[src/fort_pkg.sv]
// Shared types, codes and defaults for the frame offset remap table.
package fort_pkg;

   localparam int DEPTH_DEFAULT       = 16;
   localparam int FRAME_WIDTH_DEFAULT = 32;
   localparam int ACTION_W            = 2;
   localparam int STATUS_W            = 3;

   localparam logic [ACTION_W-1:0] ACT_TRANSLATE = 2'd0;
   localparam logic [ACTION_W-1:0] ACT_ADD       = 2'd1;
   localparam logic [ACTION_W-1:0] ACT_INITIAL   = 2'd2;

   typedef enum logic [STATUS_W-1:0] {
      STAT_OK        = 3'd0,
      STAT_NEGATIVE  = 3'd1,
      STAT_ORDER     = 3'd2,
      STAT_FULL      = 3'd3,
      STAT_NOT_EMPTY = 3'd4,
      STAT_OVERFLOW  = 3'd5
   } status_type;

   typedef enum logic [1:0] {
      S_IDLE,
      S_EXEC,
      S_SCAN,
      S_FINISH
   } state_type;

   typedef struct packed {
      logic load_item;
      logic exec;
      logic scan;
      logic load_out;
   } cmd_type;

   typedef struct packed {
      logic scan_needed;
      logic scan_done;
   } stat_type;

endpackage

[src/fort_req_if.sv]
// Request channel: action, frame number and adjustment with valid/ready.
interface fort_req_if #(
   parameter int FRAME_WIDTH = fort_pkg::FRAME_WIDTH_DEFAULT
);
   logic                          valid;
   logic                          ready;
   logic [fort_pkg::ACTION_W-1:0] action;
   logic [FRAME_WIDTH-1:0]        frame_number;
   logic [FRAME_WIDTH-1:0]        adjustment;

   modport source (output valid, action, frame_number, adjustment, input ready);
   modport sink   (input valid, action, frame_number, adjustment, output ready);
endinterface

[src/fort_rsp_if.sv]
// Response channel: adjusted frame and status with valid/ready.
interface fort_rsp_if #(
   parameter int FRAME_WIDTH = fort_pkg::FRAME_WIDTH_DEFAULT
);
   logic                          valid;
   logic                          ready;
   logic [FRAME_WIDTH-1:0]        adjusted_frame;
   logic [fort_pkg::STATUS_W-1:0] status;

   modport source (output valid, adjusted_frame, status, input ready);
   modport sink   (input valid, adjusted_frame, status, output ready);
endinterface

[src/fort_ram.sv]
// Generic single-write, single-read RAM with registered read data.
module fort_ram #(
   parameter int WIDTH = 8,
   parameter int DEPTH = 16
) (
   input  logic                                   clock,
   input  logic                                   wr_en,
   input  logic [((DEPTH > 1) ? $clog2(DEPTH) : 1)-1:0] wr_addr,
   input  logic [WIDTH-1:0]                       wr_data,
   input  logic                                   rd_en,
   input  logic [((DEPTH > 1) ? $clog2(DEPTH) : 1)-1:0] rd_addr,
   output logic [WIDTH-1:0]                       rd_data
);
   logic [WIDTH-1:0] mem_ff [DEPTH];
   logic [WIDTH-1:0] rd_data_ff;

   always_ff @(posedge clock) begin
      if (wr_en) begin
         mem_ff[wr_addr] <= wr_data;
      end
      if (rd_en) begin
         rd_data_ff <= mem_ff[rd_addr];
      end
   end

   assign rd_data = rd_data_ff;
endmodule

[src/fort_ctrl.sv]
// Controller state machine: sequences accept, execute, table scan and response.
module fort_ctrl (
   input  logic              clock,
   input  logic              reset,
   input  logic              req_valid,
   output logic              req_ready,
   output logic              rsp_valid,
   input  logic              rsp_ready,
   output fort_pkg::cmd_type cmd,
   input  fort_pkg::stat_type stat
);
   fort_pkg::state_type state_ff, state_in;
   logic                rsp_valid_ff, rsp_valid_in;
   logic                out_free;

   assign out_free = !rsp_valid_ff || rsp_ready;

   always_comb begin
      state_in = state_ff;
      case (state_ff)
         fort_pkg::S_IDLE: begin
            if (req_valid) state_in = fort_pkg::S_EXEC;
         end
         fort_pkg::S_EXEC: begin
            state_in = stat.scan_needed ? fort_pkg::S_SCAN : fort_pkg::S_FINISH;
         end
         fort_pkg::S_SCAN: begin
            if (stat.scan_done) state_in = fort_pkg::S_FINISH;
         end
         fort_pkg::S_FINISH: begin
            if (out_free) state_in = fort_pkg::S_IDLE;
         end
         default: begin
            state_in = fort_pkg::S_IDLE;
         end
      endcase
   end

   always_comb begin
      cmd       = '0;
      req_ready = 1'b0;
      case (state_ff)
         fort_pkg::S_IDLE: begin
            req_ready     = 1'b1;
            cmd.load_item = req_valid;
         end
         fort_pkg::S_EXEC: begin
            cmd.exec = 1'b1;
         end
         fort_pkg::S_SCAN: begin
            cmd.scan = 1'b1;
         end
         fort_pkg::S_FINISH: begin
            cmd.load_out = out_free;
         end
         default: begin
            cmd = '0;
         end
      endcase
   end

   // hold the response until taken, refill from the finish state
   always_comb begin
      rsp_valid_in = rsp_valid_ff;
      if (rsp_ready) rsp_valid_in = 1'b0;
      if (cmd.load_out) rsp_valid_in = 1'b1;
   end

   always_ff @(posedge clock) begin
      if (reset) begin
         state_ff     <= fort_pkg::S_IDLE;
         rsp_valid_ff <= 1'b0;
      end else begin
         state_ff     <= state_in;
         rsp_valid_ff <= rsp_valid_in;
      end
   end

   assign rsp_valid = rsp_valid_ff;
endmodule

[src/fort_datapath.sv]
// Datapath: request registers, table RAM, append checks, backward scan, response register.
module fort_datapath #(
   parameter int DEPTH       = fort_pkg::DEPTH_DEFAULT,
   parameter int FRAME_WIDTH = fort_pkg::FRAME_WIDTH_DEFAULT
) (
   input  logic                          clock,
   input  logic                          reset,
   input  fort_pkg::cmd_type             cmd,
   output fort_pkg::stat_type            stat,
   input  logic [fort_pkg::ACTION_W-1:0] req_action,
   input  logic [FRAME_WIDTH-1:0]        req_frame,
   input  logic [FRAME_WIDTH-1:0]        req_adjust,
   output logic [FRAME_WIDTH-1:0]        rsp_frame,
   output logic [fort_pkg::STATUS_W-1:0] rsp_status
);
   localparam int CNT_W   = $clog2(DEPTH + 1);
   localparam int IDX_W   = (DEPTH > 1) ? $clog2(DEPTH) : 1;
   localparam int ENTRY_W = 2 * FRAME_WIDTH;

   logic [fort_pkg::ACTION_W-1:0] action_ff, action_in;
   logic [FRAME_WIDTH-1:0]        frame_ff, frame_in;
   logic [FRAME_WIDTH-1:0]        adjust_ff, adjust_in;
   logic [CNT_W-1:0]              count_ff, count_in;
   logic [FRAME_WIDTH-1:0]        last_start_ff, last_start_in;
   logic [FRAME_WIDTH-1:0]        last_offset_ff, last_offset_in;
   logic [IDX_W-1:0]              scan_idx_ff, scan_idx_in;
   logic [FRAME_WIDTH-1:0]        result_ff, result_in;
   fort_pkg::status_type          status_ff, status_in;
   logic [FRAME_WIDTH-1:0]        out_frame_ff, out_frame_in;
   fort_pkg::status_type          out_status_ff, out_status_in;

   logic                   table_empty;
   logic                   table_full;
   logic [CNT_W-1:0]       count_m1;
   logic [FRAME_WIDTH-1:0] base_offset;
   logic [FRAME_WIDTH-1:0] add_adjust;
   logic [FRAME_WIDTH:0]   offset_sum;
   fort_pkg::status_type   add_status;
   logic                   commit;

   logic                   wr_en;
   logic [IDX_W-1:0]       wr_addr;
   logic [ENTRY_W-1:0]     wr_data;
   logic                   rd_en;
   logic [IDX_W-1:0]       rd_addr;
   logic [ENTRY_W-1:0]     rd_data;
   logic [FRAME_WIDTH-1:0] rd_start;
   logic [FRAME_WIDTH-1:0] rd_offset;
   logic                   match;
   logic                   idx_zero;

   fort_ram #(
      .WIDTH (ENTRY_W),
      .DEPTH (DEPTH)
   ) u_table (
      .clock   (clock),
      .wr_en   (wr_en),
      .wr_addr (wr_addr),
      .wr_data (wr_data),
      .rd_en   (rd_en),
      .rd_addr (rd_addr),
      .rd_data (rd_data)
   );

   // append checks, in priority order
   always_comb begin
      table_empty = (count_ff == '0);
      table_full  = (count_ff == CNT_W'(DEPTH));
      count_m1    = count_ff - CNT_W'(1);
      base_offset = table_empty ? '0 : last_offset_ff;
      add_adjust  = (action_ff == fort_pkg::ACT_INITIAL) ? frame_ff : adjust_ff;
      offset_sum  = {1'b0, base_offset} + {1'b0, add_adjust};
      if (frame_ff < add_adjust) begin
         add_status = fort_pkg::STAT_NEGATIVE;
      end else if (!table_empty && (last_start_ff >= frame_ff)) begin
         add_status = fort_pkg::STAT_ORDER;
      end else if (table_full) begin
         add_status = fort_pkg::STAT_FULL;
      end else if (offset_sum[FRAME_WIDTH]) begin
         add_status = fort_pkg::STAT_OVERFLOW;
      end else begin
         add_status = fort_pkg::STAT_OK;
      end
   end

   always_comb begin
      rd_start         = rd_data[ENTRY_W-1:FRAME_WIDTH];
      rd_offset        = rd_data[FRAME_WIDTH-1:0];
      match            = (rd_start <= frame_ff);
      idx_zero         = (scan_idx_ff == '0);
      stat.scan_needed = (action_ff == fort_pkg::ACT_TRANSLATE) && !table_empty;
      stat.scan_done   = match || idx_zero;
   end

   always_comb begin
      action_in      = action_ff;
      frame_in       = frame_ff;
      adjust_in      = adjust_ff;
      count_in       = count_ff;
      last_start_in  = last_start_ff;
      last_offset_in = last_offset_ff;
      scan_idx_in    = scan_idx_ff;
      result_in      = result_ff;
      status_in      = status_ff;
      out_frame_in   = out_frame_ff;
      out_status_in  = out_status_ff;
      commit         = 1'b0;
      rd_en          = 1'b0;
      rd_addr        = scan_idx_ff - IDX_W'(1);

      if (cmd.load_item) begin
         action_in = req_action;
         frame_in  = req_frame;
         adjust_in = req_adjust;
      end

      if (cmd.exec) begin
         result_in = '0;
         status_in = fort_pkg::STAT_OK;
         case (action_ff)
            fort_pkg::ACT_TRANSLATE: begin
               // empty table passes the frame through; otherwise start at the newest entry
               result_in   = frame_ff;
               scan_idx_in = count_m1[IDX_W-1:0];
               rd_addr     = count_m1[IDX_W-1:0];
               rd_en       = !table_empty;
            end
            fort_pkg::ACT_ADD: begin
               status_in = add_status;
               commit    = (add_status == fort_pkg::STAT_OK);
            end
            fort_pkg::ACT_INITIAL: begin
               if (!table_empty) begin
                  status_in = fort_pkg::STAT_NOT_EMPTY;
               end else begin
                  status_in = add_status;
                  commit    = (add_status == fort_pkg::STAT_OK);
               end
            end
            default: begin
               result_in = '0;
            end
         endcase
      end

      if (cmd.scan) begin
         if (match) begin
            result_in = frame_ff - rd_offset;
         end else if (idx_zero) begin
            result_in = frame_ff;
         end else begin
            // step back one entry
            scan_idx_in = scan_idx_ff - IDX_W'(1);
            rd_en       = 1'b1;
         end
      end

      if (commit) begin
         count_in       = count_ff + CNT_W'(1);
         last_start_in  = frame_ff;
         last_offset_in = offset_sum[FRAME_WIDTH-1:0];
      end

      if (cmd.load_out) begin
         out_frame_in  = result_ff;
         out_status_in = status_ff;
      end
   end

   always_comb begin
      wr_en   = commit;
      wr_addr = count_ff[IDX_W-1:0];
      wr_data = {frame_ff, offset_sum[FRAME_WIDTH-1:0]};
   end

   always_ff @(posedge clock) begin
      if (reset) begin
         count_ff <= '0;
      end else begin
         count_ff <= count_in;
      end
   end

   always_ff @(posedge clock) begin
      action_ff      <= action_in;
      frame_ff       <= frame_in;
      adjust_ff      <= adjust_in;
      last_start_ff  <= last_start_in;
      last_offset_ff <= last_offset_in;
      scan_idx_ff    <= scan_idx_in;
      result_ff      <= result_in;
      status_ff      <= status_in;
      out_frame_ff   <= out_frame_in;
      out_status_ff  <= out_status_in;
   end

   assign rsp_frame  = out_frame_ff;
   assign rsp_status = out_status_ff;
endmodule

[src/frame_offset_remap_table.sv]
// Top level of the frame offset remap table: controller, datapath and channel hookup.
//
// Keeps an append-only table of up to DEPTH entries (start frame, cumulative
// offset) in a single-port-read RAM and answers one request at a time. Add,
// initial and unused-action requests go from acceptance through the execute
// and finish states back to idle; a translate on a non-empty table also
// passes through the scan state, where the backward scan examines 1 to the
// number of stored entries, one RAM read per cycle. A finished response waits in
// its output register, so a new request is accepted while it is unclaimed.
// The table needs no clearing pass after reset.
module frame_offset_remap_table #(
   parameter int DEPTH       = fort_pkg::DEPTH_DEFAULT,
   parameter int FRAME_WIDTH = fort_pkg::FRAME_WIDTH_DEFAULT
) (
   input logic       clock,
   input logic       reset,
   fort_req_if.sink  req_ch,
   fort_rsp_if.source rsp_ch
);
   fort_pkg::cmd_type  cmd;
   fort_pkg::stat_type stat;

   fort_ctrl u_ctrl (
      .clock     (clock),
      .reset     (reset),
      .req_valid (req_ch.valid),
      .req_ready (req_ch.ready),
      .rsp_valid (rsp_ch.valid),
      .rsp_ready (rsp_ch.ready),
      .cmd       (cmd),
      .stat      (stat)
   );

   fort_datapath #(
      .DEPTH       (DEPTH),
      .FRAME_WIDTH (FRAME_WIDTH)
   ) u_datapath (
      .clock      (clock),
      .reset      (reset),
      .cmd        (cmd),
      .stat       (stat),
      .req_action (req_ch.action),
      .req_frame  (req_ch.frame_number),
      .req_adjust (req_ch.adjustment),
      .rsp_frame  (rsp_ch.adjusted_frame),
      .rsp_status (rsp_ch.status)
   );
endmodule

[src/flat_wrapper.sv]
// flat-port wrapper written by rule: the top's interface ports become plain ports
module frame_offset_remap_table_flat 
#(
   parameter int DEPTH       = fort_pkg::DEPTH_DEFAULT,
   parameter int FRAME_WIDTH = fort_pkg::FRAME_WIDTH_DEFAULT
)
  (clock, reset, req_ch_valid, req_ch_action, req_ch_frame_number, req_ch_adjustment, req_ch_ready, rsp_ch_valid, rsp_ch_adjusted_frame, rsp_ch_status, rsp_ch_ready);
  fort_req_if #(.FRAME_WIDTH(FRAME_WIDTH)) req_ch_i ();
  fort_rsp_if #(.FRAME_WIDTH(FRAME_WIDTH)) rsp_ch_i ();
  input logic clock;
  input logic reset;
  input wire logic [$bits(req_ch_i.valid)-1:0] req_ch_valid;
  input wire logic [$bits(req_ch_i.action)-1:0] req_ch_action;
  input wire logic [$bits(req_ch_i.frame_number)-1:0] req_ch_frame_number;
  input wire logic [$bits(req_ch_i.adjustment)-1:0] req_ch_adjustment;
  output wire logic [$bits(req_ch_i.ready)-1:0] req_ch_ready;
  output wire logic [$bits(rsp_ch_i.valid)-1:0] rsp_ch_valid;
  output wire logic [$bits(rsp_ch_i.adjusted_frame)-1:0] rsp_ch_adjusted_frame;
  output wire logic [$bits(rsp_ch_i.status)-1:0] rsp_ch_status;
  input wire logic [$bits(rsp_ch_i.ready)-1:0] rsp_ch_ready;
  assign req_ch_i.valid = req_ch_valid;
  assign req_ch_i.action = req_ch_action;
  assign req_ch_i.frame_number = req_ch_frame_number;
  assign req_ch_i.adjustment = req_ch_adjustment;
  assign req_ch_ready = req_ch_i.ready;
  assign rsp_ch_valid = rsp_ch_i.valid;
  assign rsp_ch_adjusted_frame = rsp_ch_i.adjusted_frame;
  assign rsp_ch_status = rsp_ch_i.status;
  assign rsp_ch_i.ready = rsp_ch_ready;
  frame_offset_remap_table #(.DEPTH(DEPTH), .FRAME_WIDTH(FRAME_WIDTH)) u_core (.clock(clock), .reset(reset), .req_ch(req_ch_i), .rsp_ch(rsp_ch_i));
endmodule
[config.mk]
export PLATFORM = sky130hd
export DESIGN_NAME = frame_offset_remap_table_flat
export DESIGN_NICKNAME = d
export VERILOG_FILES = /design/src/fort_pkg.sv /design/src/fort_req_if.sv /design/src/fort_rsp_if.sv /design/src/fort_ram.sv /design/src/fort_ctrl.sv /design/src/fort_datapath.sv /design/src/frame_offset_remap_table.sv /design/src/flat_wrapper.sv
export SDC_FILE = /design/constraint.sdc
export NUM_CORES = 2
export LEC_CHECK = 0
export ABC_CLOCK_PERIOD_IN_PS = 11120
export BUFFER_PORTS_ARGS = -buffer_cell sky130_fd_sc_hd__buf_2
export CAP_MARGIN = 40
export CELL_PAD_IN_SITES_DETAIL_PLACEMENT = 0
export CELL_PAD_IN_SITES_GLOBAL_PLACEMENT = 1
export CORE_MARGIN = 4
export CORE_UTILIZATION = 49
export DETAILED_ROUTE_END_ITERATION = 10
export PLACE_DENSITY = 0.75
export SKIP_LAST_GASP = 1
export SYNTH_ARGS = -nofsm -noshare
export SYNTH_HDL_FRONTEND = slang
export SYNTH_HIERARCHICAL = 1
export SYNTH_SLANG_ARGS = --single-unit
[constraint.sdc]
create_clock -name clock -period 11.12 [get_ports clock]
set_clock_uncertainty 0.05 [all_clocks]
set_input_delay 2.224 -clock clock [delete_from_list [all_inputs] [get_ports clock]]
set_output_delay 2.224 -clock clock [all_outputs]
set_load 0.01 [all_outputs]
[Word-level counts from Yosys, hierarchy flattened]
Memories as Yosys holds them, arrays and structs flattened. A register that Yosys moved wholly into a read port is not among the register bits.
Cells that the tools add are included.
Cells by class
  add/sub/neg operators: 5
  magnitude comparators: 3
  equality and inequality tests: 9
  mux-type cells: 42
  reduce and logical (&&, ||, !) cells: 13
Operators by type and width (count)
  2-to-1 mux 32 bit: 7
  adder 32 x 32 -> 33 bit: 1
  greater-or-equal comparator 32 bit: 1
  less-or-equal comparator 32 bit: 1
  < comparator 32 bit: 1
  subtractor 32 bit: 1
  2-to-1 mux 4 bit: 7
  2-to-1 mux 1 bit: 17
  2-to-1 mux 3 bit: 5
  one-hot mux 2 bit (4 select lines): 1
  subtractor 4 x 1 -> 4 bit (second input constant): 2
  equality test 2 bit (second input constant): 3
  2-to-1 mux 2 bit: 3
  one-hot mux 3 bit (2 select lines): 1
  adder 5 x 1 -> 5 bit (second input constant): 1
  equality test 5 bit (second input constant): 1
  zero test 5 bit: 1
  equality test 2 x 1 -> 1 bit (second input constant): 2
  zero test 2 bit: 2
  zero test 4 bit: 1
  inequality test 2 bit (second input constant): 2
  zero test 3 bit: 1
  AND reduction 3 bit: 1
  logical AND 1 bit: 2
  other kinds (5): 7
Storage, ports and cells
  bits in registers: 212
  bits in writable memories: 1024
  output and inout bits: 37
  memories kept: 1
Memories
  u_core.u_datapath.u_table.mem_ff: words 16, bits a word 64, rd ports 1, clocked after Yosys merged registers in 1, write ports 1, line fort_ram.sv:14  | logic [WIDTH-1:0] mem_ff [DEPTH];

[Logic depth before layout (Yosys ltp)]
  depth in word-level cells: 13
  mapped depth: 16
  gate-level depth less buffers: 15

[By module]
The synthesis kept the hierarchy.
By module, submodules not included
  fort_ram: instances 1, cells an instance 1647, area each 40222.3 um^2
  fort_datapath: instances 1, cells an instance 1276, area each 13277.7 um^2
  fort_ctrl: instances 1, cells an instance 26, area each 256.5 um^2

[Worst setup path before layout]
No wires, ideal clock.
  kind: flip-flop to flip-flop
  from: register u_core/u_datapath/action_ff[0] in the netlist's numbering
  to: memory u_core/u_datapath/u_table/mem_ff[0][0] in the netlist's numbering (enable)
  library setup time: 0.565 ns
  arrival: 10.786 ns
  data required time: 10.505 ns
  path slack: -0.281 ns
  cell stages (with the launch flop): 17
  clock period less this slack: 11.401 ns
  cells stage by stage: edfxtp_1 -> inv_1 -> ha_1 -> clkbuf_1 -> buf_1 -> mux2_2 -> ha_1 -> fa_1 -> a21oi_1 -> o21ai_1 -> o22a_1 -> a311o_1 -> a221oi_2 -> o31ai_2 -> nor4_4 -> or3b_2 -> nor3_1
Between the ends
  word-level cells in the longest chain between the ends: 13
  elaborated cells between the ends (all ways): 15
  those cells by class: add/sub (1); order compare (1); eq/ne (2); mux (10); reduce/logical (1)
RTL lines
  from (decl): line fort_datapath.sv:20  | logic [fort_pkg::ACTION_W-1:0] action_ff, action_in;
  from (signal assigned): line fort_datapath.sv:185  | action_ff <= action_in;
  equality test 2 bit: line fort_datapath.sv:71, fort_datapath.sv:120
  2-to-1 mux 32 bit: line fort_datapath.sv:71  | add_adjust = (action_ff == fort_pkg::ACT_INITIAL) ? frame_ff : adjust_ff;
  adder 32 x 32 -> 33 bit: line fort_datapath.sv:72  | offset_sum = {1'b0, base_offset} + {1'b0, add_adjust};
  2-to-1 mux 3 bit: line fort_datapath.sv:79  | end else if (offset_sum[FRAME_WIDTH]) begin
  2-to-1 mux 3 bit: line fort_datapath.sv:77  | end else if (table_full) begin
  2-to-1 mux 3 bit: line fort_datapath.sv:75  | end else if (!table_empty && (last_start_ff >= frame_ff)) begin
  2-to-1 mux 3 bit: line fort_datapath.sv:73  | if (frame_ff < add_adjust) begin
  zero test 3 bit: line fort_datapath.sv:130, fort_datapath.sv:137
  2-to-1 mux 1 bit: line fort_datapath.sv:133  | if (!table_empty) begin
  one-hot mux 1 bit (2 select lines) (*): line fort_datapath.sv:120  | case (action_ff)
  2-to-1 mux 1 bit (*): line fort_datapath.sv:117  | if (cmd.exec) begin
  named net u_core.u_datapath.commit: line fort_datapath.sv:39  | logic commit;
  2-to-1 mux 1 bit (*): line fort_ram.sv:18  | if (wr_en) begin
  2-to-1 mux 1 bit (not written as such) (*): line fort_ram.sv:19  | mem_ff[wr_addr] <= wr_data;
  to (decl): line fort_ram.sv:14
Mark *: on every way through the listed nets, which the timed path passes. The rest lies on a longest branch.

[Worst setup path in the final report]
  from: register u_core.u_datapath.count_ff[0]
  to: memory u_core/u_datapath/u_table/mem_ff[15][62] in the netlist's numbering (enable)
Between the ends
  word-level cells in the longest chain between the ends: 13
  elaborated cells between the ends (all ways): 16
  those cells by class: add/sub (1); eq/ne (1); mux (10); reduce/logical (4)
RTL lines
  from (decl): line fort_datapath.sv:23  | logic [CNT_W-1:0] count_ff, count_in;
  from (signal assigned): line fort_datapath.sv:180  | count_ff <= count_in;
  zero test 5 bit: line fort_datapath.sv:67  | table_empty = (count_ff == '0);
  2-to-1 mux 32 bit: line fort_datapath.sv:70  | base_offset = table_empty ? '0 : last_offset_ff;
  adder 32 x 32 -> 33 bit: line fort_datapath.sv:72
  2-to-1 mux 3 bit: line fort_datapath.sv:79
  2-to-1 mux 3 bit: line fort_datapath.sv:77
  2-to-1 mux 3 bit: line fort_datapath.sv:75
  2-to-1 mux 3 bit: line fort_datapath.sv:73
  zero test 3 bit: line fort_datapath.sv:130, fort_datapath.sv:137
  2-to-1 mux 1 bit: line fort_datapath.sv:133
  one-hot mux 1 bit (2 select lines) (*): line fort_datapath.sv:120
  2-to-1 mux 1 bit (*): line fort_datapath.sv:117
  named net u_core.u_datapath.commit: line fort_datapath.sv:39
  2-to-1 mux 1 bit (*): line fort_ram.sv:18
  2-to-1 mux 1 bit (not written as such) (*): line fort_ram.sv:19
Marks and branches as above.

==> impl_metrics.py <==
metrics = {
    "floorplan": {
        "die_w_um": 339,
        "design.die.area_um2": 115000,
        "core_um2": 109000,
        "rows": 121,
        "start_util_pct": 49.4,
        "die_h_um": 339,
        "top_level_ports": 107,
    },
    "critical_path": {
        "arrival_ps": 7910,
        "cp_max_fo": 43,
        "required_ps": 11420,
        "slowest_stage": "nor2_4",
        "start_kind": "flop",
        "critPathMostFrequentCell": "buf_4",
        "cpPeakStageDelay_ps": 810,
        "reg2reg_from": "u_core/u_datapath/count_ff[0]",
        "crit_chain": "inv_1, ha_1, nor4b_4, buf_4, nor2b_1, ha_1, fa_1, a21oi_1, o21ai_1, o22a_1, a311o_1, a221oi_2, o31ai_2, nor4_4, buf_4, nand3_1, nor2_4, buf_4",
        "worst_setup_path_startpoint": "u_core/u_datapath/count_ff[0]",
        "cp-end-kind": "flop",
        "crit_type": "flop to flop",
    },
    "layout": {
        "final_cell_area_um2": 61200,
        "fin_cells": 4710,
        "nets": 3439,
        "multi_input_area_um2": 14400,
        "fill_cells": 8021,
        "seqCellArea_um2": 38600,
        "layout-drive-gt1-share_pct": 22.3,
        "area_delta_synth_final_pct": 13.9,
    },
    "global_route": {
        "grt_max_degree": 119,
        "grt_pass1_wl_mm": 201,
        "grt_pass1_vias": 29400,
        "track_usage_pct": 23.6,
        "antenna_found_initial": 10,
        "overflow": 0,
    },
    "clock_network": {
        "path_clk_slew_ps": 60,
        "tritoncts": "yes",
        "postCtsSetupBuffers": 0,
        "hold_buffers": 0,
        "insertion_delay_ps": 740,
        "cts_sinks": 1300,
        "cts_resized": 0,
        "h-tree-depth": 4,
        "clockBufferDepth": 3,
        "cts_made_buffers": 135,
        "root_buffer": "clkbuf_16",
    },
    "timing": {
        "period_share_pct": 68.4,
        "min_period_ps": 7610,
        "worst_slew_pin_slew_ps": 1070,
        "fmax_mhz": 131,
        "setup_viol": 0,
        "slew_headroom_pct": 28.6,
        "final_hold_viol_count": 0,
        "slew_viol_final": 0,
        "rsz0062_at_grt": "false",
        "fin_tns_setup_ps": 0,
    },
    "pwr": {
        "p_leak_nw": 20.9,
        "vdd_drop_max_v": 0.000285,
        "sw_frac_of_total_pct": 34.8,
        "power.share.clock_pct": 26.0,
        "p_int_w": 0.0109,
        "total_power_w": 0.0168,
        "seqPwrFrac_pct": 37.5,
        "switchingPower_w": 0.00585,
        "power_density_nw_per_um2": 274,
        "power_frac_comb_pct": 36.5,
    },
    "yosys": {
        "syn_inst": 2949,
        "synthTopCellsByCount": "edfxtp_1 (1256), mux4_2 (256), ha_1 (169)",
        "ys.flop_type": "edfxtp_1",
        "synth-async-reset-ratio_pct": 0,
        "yosys_warnings": 6,
        "synthTopCellsByArea": "edfxtp_1 (70%), mux4_2 (11%), ha_1 (3.9%)",
        "yosys.area.top_type": "edfxtp_1",
        "synth_edf_count": 1256,
        "ys_ff_latch": 1300,
        "synth_most_common_cell": "edfxtp_1",
        "ys_types": 79,
        "syn_avg_cell_area_um2": 18.2,
        "yosysTopAreaCellShare_pct": 70.2,
        "yosysSeqAreaShare_pct": 71.8,
        "synth_area_um2": 53800,
        "synth_nets": 3190,
    },
    "worst_hold_path": {
        "hp-class": "flop to flop",
        "min_from": "u_core/u_datapath/result_ff[25]",
    },
    "route": {
        "drc": 0,
        "antenna_left": 0,
        "vias": 29500,
        "drt-pass1-iter-count": 6,
        "routed_wl_mm": 136,
        "wl_per_cell_um": 28.9,
        "vias_per_cell": 6.26,
        "drt_iter0_drc": 3822,
    },
    "placement": {
        "place_inst": 4473,
        "dp_hpwl_mm": 88.1,
        "gp_congestion": 0.857,
        "dpl_cell_area_um2": 57000,
        "portBuffers": 106,
    },
    "flow_run": {
        "maxCapViolCount": 0,
    },
    "outcome": {
        "status": "finished clean",
    },
}
## kinds of logic after synthesis
kind of cell	share of synthesized area (%)
AOI/OAI and AO/OA	6.17
xor gates and xnor gates	0.912
adders and majority gates	4.01
buffers and inverters	1.95
DFF	71.8
muxes	11.5
and+or+nand+nor	3.70
## per-stage QoR
step | setup slack, ps | utilization (%) | hold WS (ps)
global route | 3170 | 56.3 | 400
finish | 3510 | 56.3 | 380
floorplan | 1430 | - | 350
global placement | 3670 | 51.9 | 366
detailed placement | 3570 | 52.3 | 371
CTS | 3530 | 56.2 | 387
## routing by layer
metal	track usage, %	vias up	part of all wire [%]
met5	0	-	0.032
met4	5.71	6	1.9
met3	5.32	181	10
met2	34.6	1522	45
met1	36.4	15300	43
li1	-	12500	-
## power by group through the flow
stage / clock network, W / logic, W / registers [W]
2_1_floorplan: 0 / 0.00382 / 0.00641
3_3_place_gp: 0 / 0.00587 / 0.00640
3_5_place_dp: 0 / 0.00606 / 0.00639
4_1_cts: 0.00445 / 0.00609 / 0.00630
5_1_grt: 0.00467 / 0.00656 / 0.00631
6_report: 0.00437 / 0.00613 / 0.00630
## worst max-delay path, delay by kind of cell (launching register included)
family                   cells  cell delay [ps]
AO/OA/AOI/OAI                6             1740
adder cells (fa/ha/maj)      3              870
buffers and inverters        4             2030
flip-flops                   1              550
AND/OR/NAND/NOR              5             1850
## final timing paths
kind	to	slack (ps)	depth (start not counted)
hold / removal	u_core/u_datapath/rsp_frame[25]	380	0
setup / recovery	u_core/u_datapath/u_table/mem_ff[15][62]	3510	18
setup reg to reg	u_core/u_datapath/u_table/mem_ff[15][62]	3510	18
hold reg to reg	u_core/u_datapath/rsp_frame[25]	380	0
## final cells by class
cell class / instances / area share, %
antenna: 1 / 0.00409
clock buffer: 172 / 5.85
clock inverter: 62 / 1.07
inverter: 123 / 0.754
multi-input combinational: 1408 / 23.5
sequential: 1300 / 63.0
tap: 1414 / 2.89
timing repair buffer: 230 / 2.86
## flip-flops by register name (all words and copies together) (netlist names)
register and cells:
u_core/u_datapath/status_ff 3, u_core/u_datapath/result_ff 32, u_core/u_datapath/rsp_frame 32, u_core/u_ctrl/state_ff 2, u_core/u_datapath/last_start_ff 32, u_core/u_datapath/scan_idx_ff 4
u_core/u_datapath/adjust_ff 32, u_core/u_datapath/u_table/mem_ff 1024, u_core/u_ctrl/rsp_valid 1, u_core/u_datapath/count_ff 5, u_core/u_datapath/action_ff 2, u_core/u_datapath/u_table/rd_data 64
u_core/u_datapath/last_offset_ff 32, u_core/u_datapath/frame_ff 32, u_core/u_datapath/rsp_status 3
## cell usage in the layout (no fill, tap or decap), types with 11 or more instances in the layout
| cell | Yosys | routed |
|---|---|---|
| a211oi_1 | 22 | 22 |
| a21o_1 | 32 | 32 |
| a21oi_1 | 100 | 99 |
| a221oi_1 | 13 | 13 |
| a22oi_1 | 147 | 146 |
| a31oi_1 | 11 | 11 |
| and3_1 | 16 | 16 |
| buf_2 | 14 | 107 |
| buf_4 | 7 | 97 |
| bufinv_16 | 0 | 11 |
| clkbuf_1 | 70 | 34 |
| clkbuf_16 | 0 | 138 |
| clkinv_1 | 0 | 17 |
| clkinv_2 | 0 | 17 |
| dfxtp_1 | 44 | 44 |
| edfxtp_1 | 1256 | 1256 |
| ha_1 | 169 | 168 |
| inv_1 | 123 | 123 |
| mux2_2 | 12 | 12 |
| mux2i_1 | 25 | 23 |
| mux4_2 | 256 | 256 |
| nand2_1 | 126 | 126 |
| nand3_1 | 24 | 24 |
| nand4_1 | 22 | 22 |
| nor2_1 | 76 | 63 |
| nor2_4 | 0 | 13 |
| nor2b_1 | 46 | 43 |
| nor3_1 | 29 | 25 |
| o21a_1 | 15 | 15 |
| o21ai_0 | 71 | 70 |
| o21bai_1 | 11 | 11 |
| o22ai_1 | 15 | 15 |
| xnor2_1 | 40 | 33 |
| xor2_1 | 16 | 14 |
(Power assumes the default switching activity.)
